`src/sv/ipv4hc_pkg.sv`:
```
// ----------------------------------------------------------------------------
// ipv4hc_pkg
// Types and constants shared by the IPv4 header check / TTL update unit.
// ----------------------------------------------------------------------------
`default_nettype none

package ipv4hc_pkg;

    localparam int unsigned WORD_W      = 16;
    localparam int unsigned LANE_SUM_W  = WORD_W + 1;
    localparam int unsigned LANE_COUNT  = 4;
    localparam int unsigned ACC_W       = 20;

    localparam logic [WORD_W-1:0] HDR_MIN_BYTES   = 16'd20;
    localparam logic [3:0]        HDR_MIN_WORDS   = 4'd5;
    localparam logic [3:0]        IP_VERSION_FOUR = 4'd4;

    localparam logic [2:0] ERR_OK        = 3'd0;
    localparam logic [2:0] ERR_TOO_SHORT = 3'd1;
    localparam logic [2:0] ERR_IHL       = 3'd2;
    localparam logic [2:0] ERR_VERSION   = 3'd3;
    localparam logic [2:0] ERR_CHECKSUM  = 3'd4;

    typedef struct packed {
        logic [15:0] word_ver_ihl_tos;
        logic [15:0] word_total_length;
        logic [15:0] word_ident;
        logic [15:0] word_flags_frag;
        logic [15:0] word_ttl_proto;
        logic [15:0] word_stored_sum;
        logic [15:0] word_src_high;
        logic [15:0] word_src_low;
        logic [15:0] word_dst_high;
        logic [15:0] word_dst_low;
        logic [15:0] buffer_bytes;
        logic [7:0]  ttl_decrement;
    } in_t;

    typedef struct packed {
        logic        header_ok;
        logic [2:0]  error_code;
        logic [15:0] computed_sum;
        logic [7:0]  new_ttl;
        logic [15:0] new_sum;
        logic [3:0]  header_words;
        logic [7:0]  protocol_number;
    } out_t;

    // What the lane stage hands to the merge stage
    typedef struct packed {
        logic [LANE_COUNT-1:0][LANE_SUM_W-1:0] lane_sum;
        logic [15:0] ttl_word;
        logic [15:0] ttl_word_next;
        logic [15:0] stored_sum;
        logic        too_short;
        logic [3:0]  ihl;
        logic [3:0]  version;
        logic [7:0]  ttl_next;
    } stage_t;

    // End-around carry fold of a wide sum, then complement
    function automatic logic [WORD_W-1:0] fold_csum(input logic [ACC_W-1:0] acc);
        logic [WORD_W:0] f1;
        logic [WORD_W:0] f2;
        f1 = {1'b0, acc[WORD_W-1:0]} + {{(WORD_W+1-(ACC_W-WORD_W)){1'b0}}, acc[ACC_W-1:WORD_W]};
        f2 = {1'b0, f1[WORD_W-1:0]} + {{WORD_W{1'b0}}, f1[WORD_W]};
        return ~f2[WORD_W-1:0];
    endfunction

endpackage

`default_nettype wire

```
`src/sv/ipv4hc_lane.sv`:
```
// ----------------------------------------------------------------------------
// ipv4hc_lane
// One summing lane: adds a pair of header words, keeping the carry.
// ----------------------------------------------------------------------------
`default_nettype none

module ipv4hc_lane (
    input  wire logic [ipv4hc_pkg::WORD_W-1:0]     word_a,
    input  wire logic [ipv4hc_pkg::WORD_W-1:0]     word_b,
    output logic      [ipv4hc_pkg::LANE_SUM_W-1:0] pair_sum
);

    assign pair_sum = {1'b0, word_a} + {1'b0, word_b};

endmodule

`default_nettype wire

```
`src/sv/ipv4hc_merge.sv`:
```
// ----------------------------------------------------------------------------
// ipv4hc_merge
// Merges the lane sums into the old and new checksums and picks the error.
// ----------------------------------------------------------------------------
`default_nettype none

module ipv4hc_merge (
    input  wire ipv4hc_pkg::stage_t stage,
    input  wire logic [7:0]         protocol,
    output ipv4hc_pkg::out_t        result
);

    logic [ipv4hc_pkg::ACC_W-1:0] base_sum;
    logic [ipv4hc_pkg::ACC_W-1:0] acc_now;
    logic [ipv4hc_pkg::ACC_W-1:0] acc_next;
    logic [15:0]                  sum_now;
    logic [2:0]                   err;

    always_comb begin
        base_sum = '0;
        for (int i = 0; i < ipv4hc_pkg::LANE_COUNT; i++) begin
            base_sum = base_sum + ipv4hc_pkg::ACC_W'(stage.lane_sum[i]);
        end
    end

    // Only the TTL word differs between the two sums
    assign acc_now  = base_sum + ipv4hc_pkg::ACC_W'(stage.ttl_word);
    assign acc_next = base_sum + ipv4hc_pkg::ACC_W'(stage.ttl_word_next);
    assign sum_now  = ipv4hc_pkg::fold_csum(acc_now);

    always_comb begin
        if (stage.too_short) begin
            err = ipv4hc_pkg::ERR_TOO_SHORT;
        end else if (stage.ihl < ipv4hc_pkg::HDR_MIN_WORDS) begin
            err = ipv4hc_pkg::ERR_IHL;
        end else if (stage.version != ipv4hc_pkg::IP_VERSION_FOUR) begin
            err = ipv4hc_pkg::ERR_VERSION;
        end else if (stage.stored_sum != sum_now) begin
            err = ipv4hc_pkg::ERR_CHECKSUM;
        end else begin
            err = ipv4hc_pkg::ERR_OK;
        end
    end

    always_comb begin
        result.header_ok       = (err == ipv4hc_pkg::ERR_OK);
        result.error_code      = err;
        result.computed_sum    = sum_now;
        result.new_ttl         = stage.ttl_next;
        result.new_sum         = ipv4hc_pkg::fold_csum(acc_next);
        result.header_words    = stage.ihl;
        result.protocol_number = protocol;
    end

endmodule

`default_nettype wire

```
`src/sv/ipv4_header_check_ttl_update_unit.sv`:
```
// ----------------------------------------------------------------------------
// ipv4_header_check_ttl_update_unit
// IPv4 header validation with saturating TTL decrement and checksum update.
// ----------------------------------------------------------------------------
// Takes one 20-byte IPv4 header per beat and returns one result beat per
// header via the stage and output registers. A new header can be taken
// every cycle while s_ready is high: four adder lanes sum word pairs in the
// first register stage, and the merge stage folds those into the stored-sum
// check and the checksum for the rewritten TTL in the second. Ready passes
// back through both stages, so a stall on m_ready holds at most two headers
// in flight. Checks are reported by priority: short buffer, header length,
// version, checksum. Options past 20 bytes are not summed.
`default_nettype none

module ipv4_header_check_ttl_update_unit (
    input  wire logic              aclk,
    input  wire logic              aresetn,
    input  wire logic              s_valid,
    output logic                   s_ready,
    input  wire ipv4hc_pkg::in_t   s_data,
    output logic                   m_valid,
    input  wire logic              m_ready,
    output ipv4hc_pkg::out_t       m_data
);

    logic [ipv4hc_pkg::LANE_COUNT-1:0][ipv4hc_pkg::WORD_W-1:0] lane_a;
    logic [ipv4hc_pkg::LANE_COUNT-1:0][ipv4hc_pkg::WORD_W-1:0] lane_b;
    logic [ipv4hc_pkg::LANE_COUNT-1:0][ipv4hc_pkg::LANE_SUM_W-1:0] lane_sum;

    ipv4hc_pkg::stage_t stage_next;
    ipv4hc_pkg::stage_t stage_reg;
    logic [7:0]         proto_reg;
    logic               stage_valid_reg;
    ipv4hc_pkg::out_t   merged;
    ipv4hc_pkg::out_t   out_reg;
    logic               out_valid_reg;
    logic               out_open;
    logic [7:0]         ttl;
    logic [7:0]         ttl_next;

    // Checksum word is left out of the sum
    assign lane_a[0] = s_data.word_ver_ihl_tos;
    assign lane_b[0] = s_data.word_total_length;
    assign lane_a[1] = s_data.word_ident;
    assign lane_b[1] = s_data.word_flags_frag;
    assign lane_a[2] = s_data.word_src_high;
    assign lane_b[2] = s_data.word_src_low;
    assign lane_a[3] = s_data.word_dst_high;
    assign lane_b[3] = s_data.word_dst_low;

    for (genvar g = 0; g < ipv4hc_pkg::LANE_COUNT; g++) begin : g_lane
        ipv4hc_lane u_lane (
            .word_a   (lane_a[g]),
            .word_b   (lane_b[g]),
            .pair_sum (lane_sum[g])
        );
    end

    assign ttl      = s_data.word_ttl_proto[15:8];
    assign ttl_next = (ttl > s_data.ttl_decrement) ? (ttl - s_data.ttl_decrement) : 8'd0;

    always_comb begin
        stage_next.lane_sum      = lane_sum;
        stage_next.ttl_word      = s_data.word_ttl_proto;
        stage_next.ttl_word_next = {ttl_next, s_data.word_ttl_proto[7:0]};
        stage_next.stored_sum    = s_data.word_stored_sum;
        stage_next.too_short     = (s_data.buffer_bytes < ipv4hc_pkg::HDR_MIN_BYTES)
                                || (s_data.buffer_bytes < s_data.word_total_length);
        stage_next.ihl           = s_data.word_ver_ihl_tos[11:8];
        stage_next.version       = s_data.word_ver_ihl_tos[15:12];
        stage_next.ttl_next      = ttl_next;
    end

    ipv4hc_merge u_merge (
        .stage    (stage_reg),
        .protocol (proto_reg),
        .result   (merged)
    );

    assign out_open = !out_valid_reg || m_ready;
    assign s_ready  = !stage_valid_reg || out_open;

    always_ff @(posedge aclk) begin
        if (!aresetn) begin
            stage_valid_reg <= 1'b0;
            out_valid_reg   <= 1'b0;
        end else begin
            if (s_ready) begin
                stage_valid_reg <= s_valid;
            end
            if (out_open) begin
                out_valid_reg <= stage_valid_reg;
            end
        end
    end

    always_ff @(posedge aclk) begin
        if (s_ready && s_valid) begin
            stage_reg <= stage_next;
            proto_reg <= s_data.word_ttl_proto[7:0];
        end
        if (out_open && stage_valid_reg) begin
            out_reg <= merged;
        end
    end

    assign m_valid = out_valid_reg;
    assign m_data  = out_reg;

    a_ok_matches_code: assert property (@(posedge aclk) disable iff (!aresetn)
        m_valid |-> (m_data.header_ok == (m_data.error_code == ipv4hc_pkg::ERR_OK)))
        else $error("header_ok disagrees with error_code");

    a_full_stall_blocks_input: assert property (@(posedge aclk) disable iff (!aresetn)
        (stage_valid_reg && m_valid && !m_ready) |-> !s_ready)
        else $error("input taken while both stages are held");

    a_reset_clears_output: assert property (@(posedge aclk)
        !aresetn |=> !m_valid)
        else $error("result beat shown right after reset");

    a_stage_moves_on: assert property (@(posedge aclk) disable iff (!aresetn)
        (stage_valid_reg && !m_valid) |=> m_valid)
        else $error("header in lane stage not passed to output");

endmodule

`default_nettype wire
```
`config.mk`:
```
export PLATFORM = sky130hd
export DESIGN_NAME = ipv4_header_check_ttl_update_unit
export DESIGN_NICKNAME = d
export VERILOG_FILES = /design/src/sv/ipv4hc_pkg.sv /design/src/sv/ipv4hc_lane.sv /design/src/sv/ipv4hc_merge.sv /design/src/sv/ipv4_header_check_ttl_update_unit.sv
export SDC_FILE = /design/constraint.sdc
export NUM_CORES = 1
export LEC_CHECK = 0
export CAP_MARGIN = 5
export CORE_MARGIN = 5
export CORE_UTILIZATION = 60
export CTS_BUF_LIST = sky130_fd_sc_hd__clkbuf_8
export CTS_CLUSTER_SIZE = 12
export DETAILED_ROUTE_END_ITERATION = 7
export DONT_BUFFER_PORTS = 1
export GPL_ROUTABILITY_DRIVEN = 0
export PLACE_DENSITY = 0.76
export SLEW_MARGIN = 0
export SYNTH_ARGS = -nofsm -noshare
export SYNTH_HDL_FRONTEND = slang
export SYNTH_SLANG_ARGS = --single-unit
```
`constraint.sdc`:
```
create_clock -name aclk -period 18.3 [get_ports aclk]
set_input_delay 5.49 -clock aclk [delete_from_list [all_inputs] [get_ports aclk]]
set_output_delay 5.49 -clock aclk [all_outputs]
set_load 0.02 [all_outputs]
```
# Word-level counts from Yosys, hierarchy flattened
# Index checks and enable logic that the tools add are counted.
classes:
  reduce_logical: 8
  add_sub_neg: 14
  bitwise_logic: 2
  mux: 5
  eq_ne: 2
  order_cmp: 4
ops:
  columns: ["op", "count"]
  rows:
  - ["adder 16 x 16 -> 17 bit", 4]
  - ["adder 20 x 16 -> 20 bit", 2]
  - ["adder 20 x 17 -> 20 bit", 2]
  - ["adder 16 x 4 -> 17 bit", 2]
  - ["adder 16 x 1 -> 16 bit", 2]
  - ["NOT 16 bit", 2]
  - ["adder 17 x 17 -> 18 bit", 1]
  - ["less-than comparator 16 bit", 1]
  - ["less-than comparator 16 x 5 -> 1 bit, second input constant", 1]
  - ["!= test 16 bit", 1]
  - ["2-to-1 mux 3 bit", 4]
  - ["greater-than comparator 8 bit", 1]
  - ["2-to-1 mux 8 bit", 1]
  - ["subtractor 8 bit", 1]
  - ["less-than comparator 4 x 3 -> 1 bit, second input constant", 1]
  - ["!= test 4 x 3 -> 1 bit, second input constant", 1]
  - ["zero test 3 bit", 1]
  - ["logical OR 1 bit", 3]
  - ["logical AND 1 bit", 2]
  - ["zero test 1 bit", 2]
word_totals:
  in_bits: 188
  reg_bits: 199
  wordCells: 56
  output_inout_bits: 58

# Longest topological paths before layout
logic_depth:
  depth_word: 13
  mapped_depth: 48
  ltp_nobuf: 48

# Modules after synthesis
# A second synthesis with hierarchy kept.
hier_totals:
  cells_unflattened: 1385
  hier_area_um2: 14591.5
by_module_without_submodules:
  columns: ["module", "n_inst", "cells_each", "seq_area_each_um2", "area_each_um2"]
  rows:
  - ["ipv4_header_check_ttl_update_unit", 1, 300, 5235.0, 6093.3]
  - ["ipv4hc_merge", 1, 683, 0.0, 5400.2]
  - ["ipv4hc_lane (g_lane[2].u_lane ...)", 2, 97, 0.0, 744.5]
  - ["ipv4hc_lane (g_lane[0].u_lane)", 1, 110, 0.0, 855.8]
  - ["ipv4hc_lane (g_lane[1].u_lane)", 1, 98, 0.0, 753.2]

# Worst setup path before layout
# OpenSTA, ideal clock, no wires.
synth_timing:
  path_kind: "input to output"
  startpoint: "in m_ready"
  endpoint: "out s_ready"
  stages: 2
  required_ns: 12.810
  arrival_ns: 5.861
  path_slack_ns: 6.949
  cell_sequence: "nor2b_1 -> nand2_1"
synth_between:
  elab_chain_len: 2
synth_rtl:
  columns: ["element", "line_no", "text"]
  rows:
  - ["from (decl)", "ipv4_header_check_ttl_update_unit.sv:22", "input wire logic m_ready,"]
  - ["logical OR 1 bit", "ipv4_header_check_ttl_update_unit.sv:80", "assign out_open = !out_valid_reg || m_ready;"]
  - ["logical OR 1 bit", "ipv4_header_check_ttl_update_unit.sv:81", "assign s_ready = !stage_valid_reg || out_open;"]
  - ["to (decl)", "ipv4_header_check_ttl_update_unit.sv:19", "output logic s_ready,"]
# No other way between the ends.

# Worst setup path in the final report
# Ends and elaborated chain as after synthesis.

==> flow_metrics.py <==
metrics = {
    "sta": {
        "finalCritPeriodShare_pct": 63.1,
        "min_period_ns": 11.54,
        "finalSetupTns_ns": 0,
        "drv_slew": 0,
        "max_freq_mhz": 86.7,
        "hold_viol_final": 0,
        "tightest_slew_ns": 0.940,
        "grt_setup_unrepaired": "false",
        "finalSetupViolCount": 0,
        "slew_headroom_pct": 37.3,
        "finalClockSkew_ns": 0.0199,
    },
    "place": {
        "hpwl_um": 24600,
        "io_buffers": 0,
    },
    "routing": {
        "post_drt_wl_per_cell_um": 18.3,
        "postRouteWirelength_um": 30100,
        "drc": 0,
        "vias": 9697,
        "drtIter0Drc": 540,
        "drtAntennaViolNets": 0,
        "wl_met1_um": 11900,
        "top_layer": "met4",
        "vias_per_cell": 5.89,
        "firstDrtPassIters": 8,
        "wl_met3_um": 2190,
        "wl_met2_um": 15000,
    },
    "clock_tree": {
        "cts.sink_count": 175,
        "cts_resized": 0,
        "htreeDepth": 4,
        "cts_hold_buf": 0,
        "clkLatencyLatePin_ns": 0.48,
        "clkSlewWorstSetupHoldPaths_ns": 0.11,
        "tritoncts": "yes",
        "cts_buffers": 17,
        "cts_setup_buffers": 0,
        "cts_root_buf": "clkbuf_8",
        "clk_path_buf_depth": 2,
    },
    "die": {
        "die_y_um": 161,
        "core_mm2": 0.0226,
        "die_width_um": 161,
        "initial_core_util_pct": 60.6,
        "rows": 55,
        "io_pins": 246,
        "dieArea_mm2": 0.0259,
    },
    "global_route": {
        "grt_usage_pct": 23.2,
        "grt_max_degree": 76,
        "grt_pass1_wl_um": 48000,
        "grt_pass1_vias": 9956,
        "grt-ovfl-total": 0,
        "grt_antenna_before_repair": 0,
    },
    "synth": {
        "yosys-mux-area-fraction_pct": 0.375,
        "synth-edff-count": 173,
        "ys_types": 83,
        "synth_area_leaders": "edfxtp_1 38%, ha_1 15%, xnor2_1 6.4%, inv_1 4.7%, fa_1 3.9%",
        "yosys.area_share.simple_pct": 12.9,
        "yosysTopAreaCell": "edfxtp_1",
        "syn_area_per_cell_um2": 10.3,
        "ys_warn_count": 0,
        "netlist_instances": 1333,
        "synth_seq_area_share_pct": 38.2,
        "synth-async-reset-ratio_pct": 0,
        "synth_xor_area_share_pct": 10.1,
        "synth-compound-area-share_pct": 14.9,
        "ys_seq_elements": 175,
        "synth_fa_ha_area_share_pct": 18.5,
        "syn_area_mm2": 0.0137,
        "syn_nets": 1707,
        "yosysTopAreaCellShare_pct": 38.0,
        "synthFlopType": "edfxtp_1",
        "synth_top_family_by_area": "adder cells",
    },
    "final_layout": {
        "area_growth_pct": 5.76,
        "largest_reg_flops": 117,
        "fin_nets": 1723,
        "drive_gt1_share_pct": 5.58,
        "n_fill_cell": 1818,
        "antennaDiodeCount": 0,
    },
    "setup_path": {
        "critical_path_class": "input pin to output port",
        "path_cells": "nor2b_1 -> nand2_1",
        "cp.arrival_ns": 6.05,
        "critPathSlowestCell": "nor2b_1",
        "critical_path_buf_inv_count": 0,
        "startpoint_type": "input pin",
        "cp_top_family": "simple AND/OR/NAND/NOR gates",
        "cp_max_fo": 4,
        "slowest_delay_ns": 0.30,
        "cp-end-kind": "output port",
        "required_ns": 12.81,
    },
    "status": {
        "status": "completed",
    },
    "hold_path": {
        "hold_class": "register to register",
    },
    "run": {
        "drv_cap": 0,
    },
}
cells by family after synthesis:
family                   Yosys count
AO/OA/AOI/OAI                    300
flip-flops                       175
buffers and inverters            177
multiplexers                       5
AND/OR/NAND/NOR                  341
adder cells (fa/ha/maj)          186
XOR/XNOR                         149
worst paths after layout:
path	startpoint	end	slack [ns]	cells after the start
worst max register to register	stage_reg[66]	m_data[54]	7.28	45
worst min-delay path	stage_reg[15]	m_data[11]	0.46	0
worst min register to register	stage_reg[15]	m_data[11]	0.46	0
worst max-delay path	m_ready	s_ready	6.76	2
per-layer routing:
layer	vias up	global-route usage, %
met4	0	8.69
met2	300	41.5
met3	60	7.40
met5	-	0
met1	4517	26.0
li1	4820	-
stage by stage:
step | cells | util (%) | hold slack [ns] | worst slack [ns] | instance area, um2
2_1_floorplan | 1333 | - | 0.427 | 6.95 | 13700
3_3_place_gp | 1615 | 62.2 | 0.428 | 6.79 | 14000
3_5_place_dp | 1615 | 62.2 | 0.448 | 6.77 | 14000
4_1_cts | 1647 | 64.1 | 0.461 | 6.77 | 14500
5_1_grt | 1647 | 64.1 | 0.484 | 6.52 | 14500
6_report | 1647 | 64.1 | 0.460 | 6.76 | 14500
cells in the mapped netlist, types with 30 or more instances:
| master | n |
|---|---|
| o21ai_0 | 76 |
| a21o_1 | 32 |
| nor2_1 | 81 |
| ha_1 | 159 |
| xnor2_1 | 100 |
| nand2_1 | 66 |
| nor3_1 | 30 |
| edfxtp_1 | 173 |
| nand3_1 | 32 |
| xor2_1 | 41 |
| a21oi_1 | 73 |
| inv_1 | 172 |
final cells by class:
type                       instances  area (um2)  area share (%)
clock buffer                      17         234            1.62
clock inverter                    15         201            1.39
inverter                         172         646            4.46
multi-input combinational        981        7790            53.8
sequential                       175        5240            36.2
tap                              285         357            2.46
timing repair buffer               2        15.0           0.104
cells in the final DEF, fill, tap and decap left out, drive strengths merged, types with 12 or more instances in the layout:
| cell type | instances |
|---|---|
| o21ai | 78 |
| a31oi | 12 |
| ha | 159 |
| nand2b | 14 |
| nor4 | 13 |
| nor2b | 27 |
| a21boi | 16 |
| clkbuf | 17 |
| xnor2 | 104 |
| a21oi | 75 |
| a211oi | 12 |
| xor2 | 42 |
| edfxtp | 173 |
| nor3 | 31 |
| nand2 | 66 |
| a21o | 33 |
| inv | 178 |
| nor2 | 83 |
| fa | 27 |
| or3 | 17 |
| nand3 | 32 |
Power is not shown: default switching activity piles up to over one toggle a cycle in this logic, so the estimate is an artifact.
